===== src/hdl/ppnd_pkg.sv =====
// Package: payload types and widths for the point-to-polygon distance block.
package ppnd_pkg;
  localparam int CoordW = 16;
  localparam int DiffW  = CoordW + 1;          // difference of two coordinates
  localparam int ProdW  = 2 * DiffW;           // one product
  localparam int DotW   = ProdW + 1;           // sum of two products, signed
  localparam int SqW    = 35;                  // squared distance
  localparam int DistW  = CoordW + 1;          // square root result
  localparam int QuotW  = DiffW;               // quotient magnitude bound

  typedef struct packed {
    logic signed [CoordW-1:0] point_x;
    logic signed [CoordW-1:0] point_y;
    logic signed [CoordW-1:0] edge_start_x;
    logic signed [CoordW-1:0] edge_start_y;
    logic signed [CoordW-1:0] edge_end_x;
    logic signed [CoordW-1:0] edge_end_y;
    logic                     last_edge;
  } in_item_t;

  typedef struct packed {
    logic [DistW-1:0]         min_distance;
    logic signed [CoordW-1:0] closest_x;
    logic signed [CoordW-1:0] closest_y;
  } out_item_t;

  // Control between sequencer and shared divide/root unit.
  typedef struct packed {
    logic start;
    logic is_sqrt;
  } unit_cmd_t;
endpackage


===== src/hdl/ppnd_divsqrt.sv =====
// Shared iterative unit: restoring divide or bitwise integer square root.
module ppnd_divsqrt (
  input  logic                      clk_i,
  input  logic                      rst_ni,
  input  ppnd_pkg::unit_cmd_t       cmd_i,
  input  logic [2*ppnd_pkg::SqW-1:0] num_i,   // dividend or radicand
  input  logic [ppnd_pkg::SqW-1:0]  den_i,
  output logic                      busy_o,
  output logic [2*ppnd_pkg::SqW-1:0] res_o
);
  localparam int W  = 2 * ppnd_pkg::SqW;
  localparam int CW = $clog2(W + 1);

  logic [W-1:0]      num_q, quo_q, rem_q;
  logic [ppnd_pkg::SqW-1:0] den_q;
  logic [CW-1:0]     cnt_q;
  logic              sqrt_q, busy_q;
  logic [W:0]        trial;
  logic [W-1:0]      rem_sh;

  // One quotient/root bit per cycle.
  always_comb begin
    if (sqrt_q) begin
      rem_sh = {rem_q[W-3:0], num_q[W-1:W-2]};
      trial  = {1'b0, rem_sh} - {1'b0, quo_q[W-3:0], 2'b01};
    end else begin
      rem_sh = {rem_q[W-2:0], num_q[W-1]};
      trial  = {1'b0, rem_sh} - {{(W-ppnd_pkg::SqW+1){1'b0}}, den_q};
    end
  end

  always_ff @(posedge clk_i or negedge rst_ni) begin
    if (!rst_ni) begin
      busy_q <= 1'b0;
      cnt_q  <= '0;
    end else if (cmd_i.start) begin
      busy_q <= 1'b1;
      sqrt_q <= cmd_i.is_sqrt;
      num_q  <= num_i;
      den_q  <= den_i;
      quo_q  <= '0;
      rem_q  <= '0;
      cnt_q  <= cmd_i.is_sqrt ? CW'(W / 2) : CW'(W);
    end else if (busy_q) begin
      num_q <= sqrt_q ? {num_q[W-3:0], 2'b00} : {num_q[W-2:0], 1'b0};
      rem_q <= trial[W] ? rem_sh : trial[W-1:0];
      quo_q <= {quo_q[W-2:0], ~trial[W]};
      cnt_q <= cnt_q - 1'b1;
      if (cnt_q == CW'(1)) busy_q <= 1'b0;
    end
  end

  assign busy_o = busy_q;
  assign res_o  = quo_q;
endmodule


===== src/hdl/point_polygon_nearest_distance.sv =====
// Top level: per-edge nearest point, running minimum, distance on last edge.
//
//  channel | signals                      | payload
//  input   | in_valid_i / in_ready_o      | ppnd_pkg::in_item_t
//  output  | out_valid_o / out_ready_i    | ppnd_pkg::out_item_t
//
// An edge clamped to a vertex skips the divides; a projected edge runs two
// divides (launch, 70 bit steps, collect) on one shared bit-serial unit, one
// for x and one for y.
// The last edge adds a 35-step square root on the same unit, its
// launch and collect states, and the output step.
// Reset clears the running minimum; a new edge is refused while busy, and the
// output step holds while the previous result still waits for its transfer.
module point_polygon_nearest_distance (
  input  logic                 clk_i,
  input  logic                 rst_ni,
  input  logic                 in_valid_i,
  output logic                 in_ready_o,
  input  ppnd_pkg::in_item_t   in_data_i,
  output logic                 out_valid_o,
  input  logic                 out_ready_i,
  output ppnd_pkg::out_item_t  out_data_o
);
  localparam int CW = ppnd_pkg::CoordW;
  localparam int DW = ppnd_pkg::DiffW;
  localparam int SW = ppnd_pkg::SqW;
  localparam int UW = 2 * SW;

  typedef enum logic [3:0] {
    S_IDLE, S_DOT1, S_DOT2, S_DOT3, S_DECIDE, S_DIVX, S_DIVY,
    S_DSQ1, S_DSQ2, S_CMP, S_SQRT, S_OUT
  } state_e;

  state_e state_q;
  ppnd_pkg::in_item_t item_q;
  logic signed [DW-1:0] vx_q, vy_q, wx_q, wy_q, cx_q, cy_q;
  logic signed [ppnd_pkg::DotW-1:0] c1_q, c3_q, acc_q;
  logic [SW-1:0] best_q, dsq_q;
  logic signed [CW-1:0] bx_q, by_q;
  logic have_q, wait_q;
  ppnd_pkg::out_item_t out_q;
  logic out_v_q;

  // Shared multiplier operands, one product per cycle.
  logic signed [DW-1:0] ma, mb;
  logic signed [ppnd_pkg::ProdW-1:0] prod;
  assign prod = ma * mb;

  ppnd_pkg::unit_cmd_t cmd;
  logic [UW-1:0] unum, ures;
  logic ubusy;
  logic [DW-1:0] vmag;

  ppnd_divsqrt u_unit (
    .clk_i, .rst_ni, .cmd_i(cmd), .num_i(unum),
    .den_i(c3_q[SW-1:0]), .busy_o(ubusy), .res_o(ures)
  );

  always_comb begin
    ma = vx_q; mb = wx_q;
    case (state_q)
      S_DOT1:  begin ma = vx_q; mb = wx_q; end
      S_DOT2:  begin ma = vy_q; mb = wy_q; end
      S_DOT3:  begin ma = vx_q; mb = vx_q; end
      S_DECIDE: begin ma = vy_q; mb = vy_q; end
      S_DSQ1:  begin ma = DW'(item_q.point_x) - cx_q; mb = ma; end
      S_DSQ2:  begin ma = DW'(item_q.point_y) - cy_q; mb = ma; end
      default: ;
    endcase
  end

  // Divide numerator |v component| * c1, root radicand the best squared distance.
  always_comb begin
    vmag = (state_q == S_DIVY) ? (vy_q[DW-1] ? -vy_q : vy_q)
                               : (vx_q[DW-1] ? -vx_q : vx_q);
    unum = UW'(vmag) * UW'(c1_q[SW-1:0]);
    if (state_q == S_SQRT) unum = UW'(best_q);
  end

  assign in_ready_o = (state_q == S_IDLE);

  always_ff @(posedge clk_i or negedge rst_ni) begin
    if (!rst_ni) begin
      state_q <= S_IDLE;
      best_q  <= '1;
      bx_q    <= '0;
      by_q    <= '0;
      have_q  <= 1'b0;
      wait_q  <= 1'b0;
      out_v_q <= 1'b0;
    end else begin
      if (out_v_q && out_ready_i && state_q != S_OUT) out_v_q <= 1'b0;
      case (state_q)
        S_IDLE: if (in_valid_i && in_ready_o) begin
          item_q <= in_data_i;
          vx_q <= DW'(in_data_i.edge_end_x) - DW'(in_data_i.edge_start_x);
          vy_q <= DW'(in_data_i.edge_end_y) - DW'(in_data_i.edge_start_y);
          wx_q <= DW'(in_data_i.point_x) - DW'(in_data_i.edge_start_x);
          wy_q <= DW'(in_data_i.point_y) - DW'(in_data_i.edge_start_y);
          state_q <= S_DOT1;
        end
        S_DOT1: begin acc_q <= ppnd_pkg::DotW'(prod); state_q <= S_DOT2; end
        S_DOT2: begin
          c1_q <= acc_q + ppnd_pkg::DotW'(prod);
          state_q <= S_DOT3;
        end
        S_DOT3: begin acc_q <= ppnd_pkg::DotW'(prod); state_q <= S_DECIDE; end
        S_DECIDE: begin
          // c2 = c3 - c1 exactly
          c3_q <= acc_q + ppnd_pkg::DotW'(prod);
          wait_q <= 1'b0;
          if (c1_q <= 0) begin
            cx_q <= DW'(item_q.edge_start_x); cy_q <= DW'(item_q.edge_start_y);
            state_q <= S_DSQ1;
          end else if (acc_q + ppnd_pkg::DotW'(prod) - c1_q <= 0) begin
            cx_q <= DW'(item_q.edge_end_x); cy_q <= DW'(item_q.edge_end_y);
            state_q <= S_DSQ1;
          end else state_q <= S_DIVX;
        end
        S_DIVX: if (!wait_q) wait_q <= 1'b1;
          else if (!ubusy) begin
            cx_q <= DW'(item_q.edge_start_x)
                  + (vx_q[DW-1] ? -DW'(ures) : DW'(ures));
            wait_q <= 1'b0; state_q <= S_DIVY;
          end
        S_DIVY: if (!wait_q) wait_q <= 1'b1;
          else if (!ubusy) begin
            cy_q <= DW'(item_q.edge_start_y)
                  + (vy_q[DW-1] ? -DW'(ures) : DW'(ures));
            wait_q <= 1'b0; state_q <= S_DSQ1;
          end
        S_DSQ1: begin dsq_q <= SW'(prod); state_q <= S_DSQ2; end
        S_DSQ2: begin dsq_q <= dsq_q + SW'(prod); state_q <= S_CMP; end
        S_CMP: begin
          if (!have_q || dsq_q < best_q) begin
            best_q <= dsq_q; bx_q <= cx_q[CW-1:0]; by_q <= cy_q[CW-1:0];
          end
          have_q <= 1'b1;
          wait_q <= 1'b0;
          state_q <= item_q.last_edge ? S_SQRT : S_IDLE;
        end
        S_SQRT: if (!wait_q) wait_q <= 1'b1;
          else if (!ubusy) state_q <= S_OUT;
        // Hold until the output register is free or drains this cycle
        S_OUT: if (!out_v_q || out_ready_i) begin
          out_q.min_distance <= ures[ppnd_pkg::DistW-1:0];
          out_q.closest_x <= bx_q;
          out_q.closest_y <= by_q;
          out_v_q <= 1'b1;
          best_q <= '1; bx_q <= '0; by_q <= '0; have_q <= 1'b0;
          state_q <= S_IDLE;
        end
        default: state_q <= S_IDLE;
      endcase
    end
  end

  // Launch the shared unit on entry to each long operation.
  always_comb begin : launch
    cmd.start = 1'b0;
    cmd.is_sqrt = (state_q == S_SQRT);
    if ((state_q == S_DIVX || state_q == S_DIVY || state_q == S_SQRT) && !wait_q)
      cmd.start = 1'b1;
  end

  assign out_valid_o = out_v_q;
  assign out_data_o  = out_q;
endmodule


===== config.mk =====
export PLATFORM = sky130hd
export DESIGN_NAME = point_polygon_nearest_distance
export DESIGN_NICKNAME = d
export VERILOG_FILES = /design/src/hdl/ppnd_pkg.sv /design/src/hdl/ppnd_divsqrt.sv /design/src/hdl/point_polygon_nearest_distance.sv
export SDC_FILE = /design/constraint.sdc
export NUM_CORES = 2
export LEC_CHECK = 0
export ABC_AREA = 0
export BUFFER_PORTS_ARGS = -buffer_cell sky130_fd_sc_hd__buf_2
export CAP_MARGIN = 40
export CORE_ASPECT_RATIO = 1.5
export CORE_MARGIN = 8
export CORE_UTILIZATION = 64
export DETAILED_ROUTE_END_ITERATION = 12
export PLACE_DENSITY = 0.78
export SLEW_MARGIN = 40
export SYNTH_ARGS = -nofsm -noshare
export SYNTH_HDL_FRONTEND = slang
export SYNTH_SLANG_ARGS = --single-unit

===== constraint.sdc =====
create_clock -name clk_i -period 14.75 [get_ports clk_i]
set_input_delay 2.2125 -clock clk_i [delete_from_list [all_inputs] [get_ports clk_i]]
set_output_delay 2.2125 -clock clk_i [all_outputs]
set_load 0.005 [all_outputs]

Yosys cells after proc, flatten, opt, wreduce, memory -nomap -nowiden
Index checks and enable logic that the tools add are counted. Widths: inputs -> output; s select.

Word-level logic and storage cells: 177. ROM bits: 0. Latch bits: 0. Memory bits (writable): 0. Flip-flop bits (word level): 715. Output and inout port bits: 51. Memories: 0.

Shifts and indexed selects: 0. Bitwise logic cells: 1. Muxes and demuxes: 62. Eq/ne operators: 23. Div/mod/pow operators: 0. $mul: 2. Reduce and logical (&&, ||, !) cells: 35. Add/subtract/negate cells: 17. $lt $le $gt $ge: 3.

Operators by type and width (number): $mux 70 (7); $mux 17 (13); $pmux 35 s2 (2); $pmux 17 s5 (1); $mux 71 (1); $sub 70x35->71 (1); $sub 70x70->71 (1); $le 35x1->1 const B (2); $mux 35 (2); $pmux 17 s2 (2); $sub 16x16->17 (4); $pmux 16 s2 (2); $mul 17x35->52 (1); $mux 52 (1); $neg 17->17 (3); $pmux 17 s3 (1); $mux 16 (3); $pmux 4 s12 (1); $mux 4 (9); $add 34x34->35 (1); $add 35x35->35 (1); $lt 35x35->1 (1); $sub 35x35->35 (1); $add 17x17->17 (2); other kinds (29) (80).

Logic depth before layout (Yosys ltp)
Depth in word-level cells: 10. Depth in mapped cells: 61.

Hierarchy
Synthesis repeated with hierarchy kept, for this count alone.

Cell total of the unflattened synthesis: 8627. Area total of the unflattened synthesis: 79145.9 um2.

By module, submodules not included: point_polygon_nearest_distance (instances 1, cells each 6456, area an instance 59130.5 um2); ppnd_divsqrt (instances 1, cells each 2171, area an instance 20015.4 um2).

Least setup slack after synthesis
No wires, ideal clock.

Path type: register to register. Start: register state_q[1]. End: register cy_q[0], enable pin. Buffers on the path: 5. Stages on the path, launching flop included: 53. Path slack: 1340 ps. Data required time: 14353 ps. Data arrival time: 13013 ps. Setup time: 397 ps. Path through: dfrtp_1 clkbuf_1 nand2_1 nor3_1 or2_2 buf_2 or3_1 clkbuf_1 buf_1 buf_1 nand3_1 o21ai_1 nor2_1 fa_1 fa_1 inv_1 fa_1 fa_1 [... 17 more ...] o21ai_0 o21ai_0 nor2b_1 nor2b_1 o21a_1 nor2_1 xnor2_1 ha_1 o21a_1 a21oi_1 o21ai_0 and2_1 or4_1 a2111oi_0 nand4_1 nor4_1 a41oi_1 a21oi_1.

Cells in the longest elaborated chain, start to end: 9. Elaborated cells between the ends (all ways): 18. Those cells by class: add/sub: 2; mul: 1; order compare: 1; eq/ne: 9; mux: 2; reduce/logical: 3.

RTL lines: start: declaration (RTL line point_polygon_nearest_distance.sv:34) `state_e state_q;`; start signal: assignment (RTL line point_polygon_nearest_distance.sv:140) `state_q <= item_q.last_edge ? S_SQRT : S_IDLE;`; $eq 4x3->1 / $eq 4x2->1 (equally long branches) (RTL line point_polygon_nearest_distance.sv:61) `case (state_q)`; $reduce_or 2->1 (no source line); $pmux 17 s3 (RTL line point_polygon_nearest_distance.sv:61); $mul 17x17->34 (*) (RTL line point_polygon_nearest_distance.sv:47) `assign prod = ma * mb;`; via prod, one bit (RTL line point_polygon_nearest_distance.sv:46) `logic signed [ppnd_pkg::ProdW-1:0] prod;`; $add 34x34->35 (*) (RTL line point_polygon_nearest_distance.sv:115) `end else if (acc_q + ppnd_pkg::DotW'(prod) - c1_q <= 0) begin`; $sub 35x35->35 (*) (RTL line point_polygon_nearest_distance.sv:115); $le 35x1->1 (*) (RTL line point_polygon_nearest_distance.sv:115); $ne 3x3->1 (no source line) (*); $reduce_and 5->1 (no source line) (*); end signal: assignment (RTL line point_polygon_nearest_distance.sv:113) `cx_q <= DW'(item_q.edge_start_x); cy_q <= DW'(item_q.edge_start_y);`; end signal: assignment (RTL line point_polygon_nearest_distance.sv:116) `cx_q <= DW'(item_q.edge_end_x); cy_q <= DW'(item_q.edge_end_y);`; end signal: assignment (RTL line point_polygon_nearest_distance.sv:128) `cy_q <= DW'(item_q.edge_start_y)`; end: declaration (RTL line point_polygon_nearest_distance.sv:36) `logic signed [DW-1:0] vx_q, vy_q, wx_q, wy_q, cx_q, cy_q;`.

The timed path passes the listed nets; every way through them passes the cells marked *. A chain may end at the register's enable or synchronous reset.

Worst setup path in the final report
Start: register cy_q[0]. End: register cy_q[4], enable pin.

Cells in the longest elaborated chain, start to end: 8. Elaborated cells between the ends (all ways): 9. Those cells by class: add/sub: 3; mul: 1; order compare: 1; eq/ne: 1; mux: 2; reduce/logical: 1.

RTL lines: $sub 16x17->17 (*) (RTL line point_polygon_nearest_distance.sv:67) `S_DSQ2: begin ma = DW'(item_q.point_y) - cy_q; mb = ma; end`; $pmux 17 s5 / $pmux 17 s3 (equally long branches) (RTL line point_polygon_nearest_distance.sv:61); $mul 17x17->34 (*) (RTL line point_polygon_nearest_distance.sv:47); via prod, one bit (RTL line point_polygon_nearest_distance.sv:46); $add 34x34->35 (*) (RTL line point_polygon_nearest_distance.sv:115); $sub 35x35->35 (*) (RTL line point_polygon_nearest_distance.sv:115); $le 35x1->1 (*) (RTL line point_polygon_nearest_distance.sv:115); $ne 3x3->1 (no source line) (*); $reduce_and 5->1 (no source line) (*).

Marked as above.

==> flow_metrics.env <==
export IMPL_status="complete, but fails checks"
export IMPL_failed_checks="DRC"
export IMPL_die_area_um2=134000
export IMPL_wl_per_cell_um=24.9
export IMPL_holdPathEnd="u_unit.den_q[9]"
export IMPL_cts_buffers_inserted=75
export IMPL_drc=1
export IMPL_grt_pass1_vias=67300
export IMPL_worst_r2r_path_depth=56
export IMPL_track_usage=0.376
export IMPL_wirelength_mm=253
export IMPL_syn_avg_cell_area_um2=9.31
export IMPL_max_freq_mhz=70.6
export IMPL_top_layer="met5"
export IMPL_cp_max_fo=18
export IMPL_clock_sinks=712
export IMPL_dp_hpwl_mm=198
export IMPL_end_kind="register"
export IMPL_drt_iter0_drc=4971
export IMPL_dr_total_vias=64200
export IMPL_initial_core_util=0.644
export IMPL_nFillCells=9576
export IMPL_grt_max_degree=156
export IMPL_cts_tree="built"
export IMPL_ctsLongestPathBuffers=3
export IMPL_max_stage_delay_ns=0.55
export IMPL_wl_met3_mm=19.8
export IMPL_rrSetupSlack_ns=0.58
export IMPL_path_class="register to register"
export IMPL_cap_viol_max_count=0
export IMPL_netlist_instances=8424
export IMPL_final_core_util=0.695
export IMPL_multi_input_area_um2=51900
export IMPL_r2r_start="cy_q[0]"
export IMPL_min_path_cells=0
export IMPL_period_needed_ns=14.17
export IMPL_cts_root_buf="clkbuf_16"
export IMPL_ys_flop_type="edfxtp_1"
export IMPL_vias_per_cell=6.32
export IMPL_core_um2=122000
export IMPL_hold_path_class="register to register"
export IMPL_ys_types=91
export IMPL_fp_row_count=157
export IMPL_seqCellArea_um2=21000
export IMPL_io_pins=152
export IMPL_syn2layout_area_growth_pct=7.97
export IMPL_layout_nets=9984
export IMPL_slew_violations=0
export IMPL_grt_overflow=0
export IMPL_tightest_slew_ns=0.986
export IMPL_clkTransAtPathRegs_ns=0.07
export IMPL_drive_gt1_frac=0.0810
export IMPL_seq_area_frac_synth=0.268
export IMPL_reg2reg_to="cy_q[4]"
export IMPL_stdcell_count=10200
export IMPL_ant_nets=0
export IMPL_netlist_area_leader_share=0.241
export IMPL_fin_skew_ns=0.0875
export IMPL_wl_met2_mm=123
export IMPL_synth_fp_nets=9910
export IMPL_arrival_ns=14.58
export IMPL_worst_path_max_delay_cell="fa_1"
export IMPL_synth_area_top_cells="edfxtp_1, fa_1, ha_1"
export IMPL_gp_congestion=1.03
export IMPL_antenna_found_initial=9
export IMPL_clock_latency_ns=0.73
export IMPL_final_setup_tns_ns=0
export IMPL_synth_edff_count=630
export IMPL_startpoint_type="register"
export IMPL_die_w_um=302
export IMPL_timing_hold_ws_ns=0.399
export IMPL_io_buffers=151
export IMPL_hold_viol_final=0
export IMPL_hp_start="c3_q[9]"
export IMPL_ys_ff_latch=712
export IMPL_place_inst=10000
export IMPL_firstDrtPassIters=12
export IMPL_yosysWarnings=0
export IMPL_cp_common_cell="fa_1"
export IMPL_syn_area_um2=78400
export IMPL_wirelength_met1_mm=85.5
export IMPL_finalCritPeriodShare=0.961
export IMPL_grt_pass1_wl_mm=385
export IMPL_cp_required_ns=15.15
export IMPL_async_flop_share=0.115
export IMPL_die_y_um=445
export IMPL_yosys_area_top_type="edfxtp_1"
export IMPL_htree_levels=3
export IMPL_slew_headroom=0.326
export IMPL_setup_viol=0
## synth_stat cells, drive strengths merged, types with 88 or more instances
cell type	n
a21oi	431
nor3	104
clkbuf	322
xor2	143
ha	583
a21o	141
xnor2	270
mux2i	256
nor2	627
nand3	100
o21ai	362
fa	802
nor2b	88
nand2	1016
and2	182
inv	1209
edfxtp	630
nand2b	109
## worst max-delay path by stage
stage,startpoint,to,slack [ns],cells past startpoint
after global placement,item_q[69],cx_q[13],-0.03,55
after detailed placement,item_q[69],cx_q[11],0.02,55
after floorplan,state_q[1],cy_q[0],1.34,52
after global routing,cy_q[0],cx_q[15],-0.02,57
final,cy_q[0],cy_q[4],0.58,56
after CTS,cy_q[0],cx_q[15],0.07,56
## cell usage in the layout (no fill, tap or decap), types with 27 or more instances in the layout
master,netlist,layout
a211oi_1,69,68
a21o_1,141,140
a21oi_1,431,411
a31oi_1,47,46
and2_1,182,181
and3_1,28,27
buf_2,8,151
buf_4,1,165
clkbuf_16,0,76
dfrtp_1,47,46
dfstp_2,35,35
edfxtp_1,630,630
fa_1,802,802
ha_1,583,583
inv_1,1209,1209
mux2i_1,256,255
nand2_1,1016,1016
nand2b_1,109,109
nand3_1,100,100
nand4_1,52,52
nor2_1,627,620
nor2b_1,88,87
nor3_1,101,98
o211ai_1,53,53
o21a_1,83,82
o21ai_0,338,336
o21bai_1,44,44
o22ai_1,33,33
o31ai_1,33,32
or3_1,49,47
xnor2_1,270,265
xor2_1,143,142
## metal layers
layer,global-route usage,vias to the layer above
met5,0,-
met4,0.295,6
met3,0.0679,1112
met2,0.646,3266
met1,0.409,31400
li1,-,28400
## sequential cells by signal, summed over array words and instances (netlist names), 34 cells and up
register,flops
dsq_q,35
acc_q,34
item_q,97
out_data_o,49
u_unit.res_o,68
best_q,35
c3_q,35
c1_q,35
u_unit.num_q,70
u_unit.den_q,35
u_unit.rem_q,69
## timing repair
item	4_1_cts	5_1_grt
endpoints found under the setup margin	17	35
gates cloned	0	0
hold buffers	0	0
buffers inserted	0	2
gates resized for setup	2	30
pin swaps	0	2
## worst max-delay path: cells and delay by family, from the launching register on
kind / cells / cell delay (ns)
flip-flops: 1 / 0.40
multiplexers: 1 / 0.24
AO/OA/AOI/OAI: 22 / 4.71
adder cells (fa/ha/maj): 11 / 4.65
AND/OR/NAND/NOR: 12 / 2.33
XOR/XNOR: 2 / 0.41
buffers and inverters: 8 / 1.06
## cell families after synthesis
logic type | count (synthesis) | synth area share
simple gates | 2479 | 0.144
compound gates | 1572 | 0.129
buf+inv | 1572 | 0.0754
fa+ha+maj | 1385 | 0.298
flops | 712 | 0.268
xor+xnor | 413 | 0.0461
mux | 291 | 0.0397
## cell type report
class                   instances  share of cell area
clock buffers                  83              0.0229
well taps                    1590              0.0235
multi-input cells            6140               0.613
repair buffers                357              0.0303
diodes                          3           0.0000887
inverters                    1212              0.0538
flip-flops and latches        712               0.248
clock inverters                55             0.00813
## stage by stage
step | setup WS, ns | instance area (µm²)
after floorplan | 1.34 | 78400
after global placement | -0.0281 | 81300
after detailed placement | 0.0176 | 81700
after CTS | 0.0746 | 84300
after global routing | -0.0162 | 84600
final | 0.576 | 84600
Power is not shown: default switching activity piles up to over one toggle a cycle in this logic, so the estimate is an artifact.
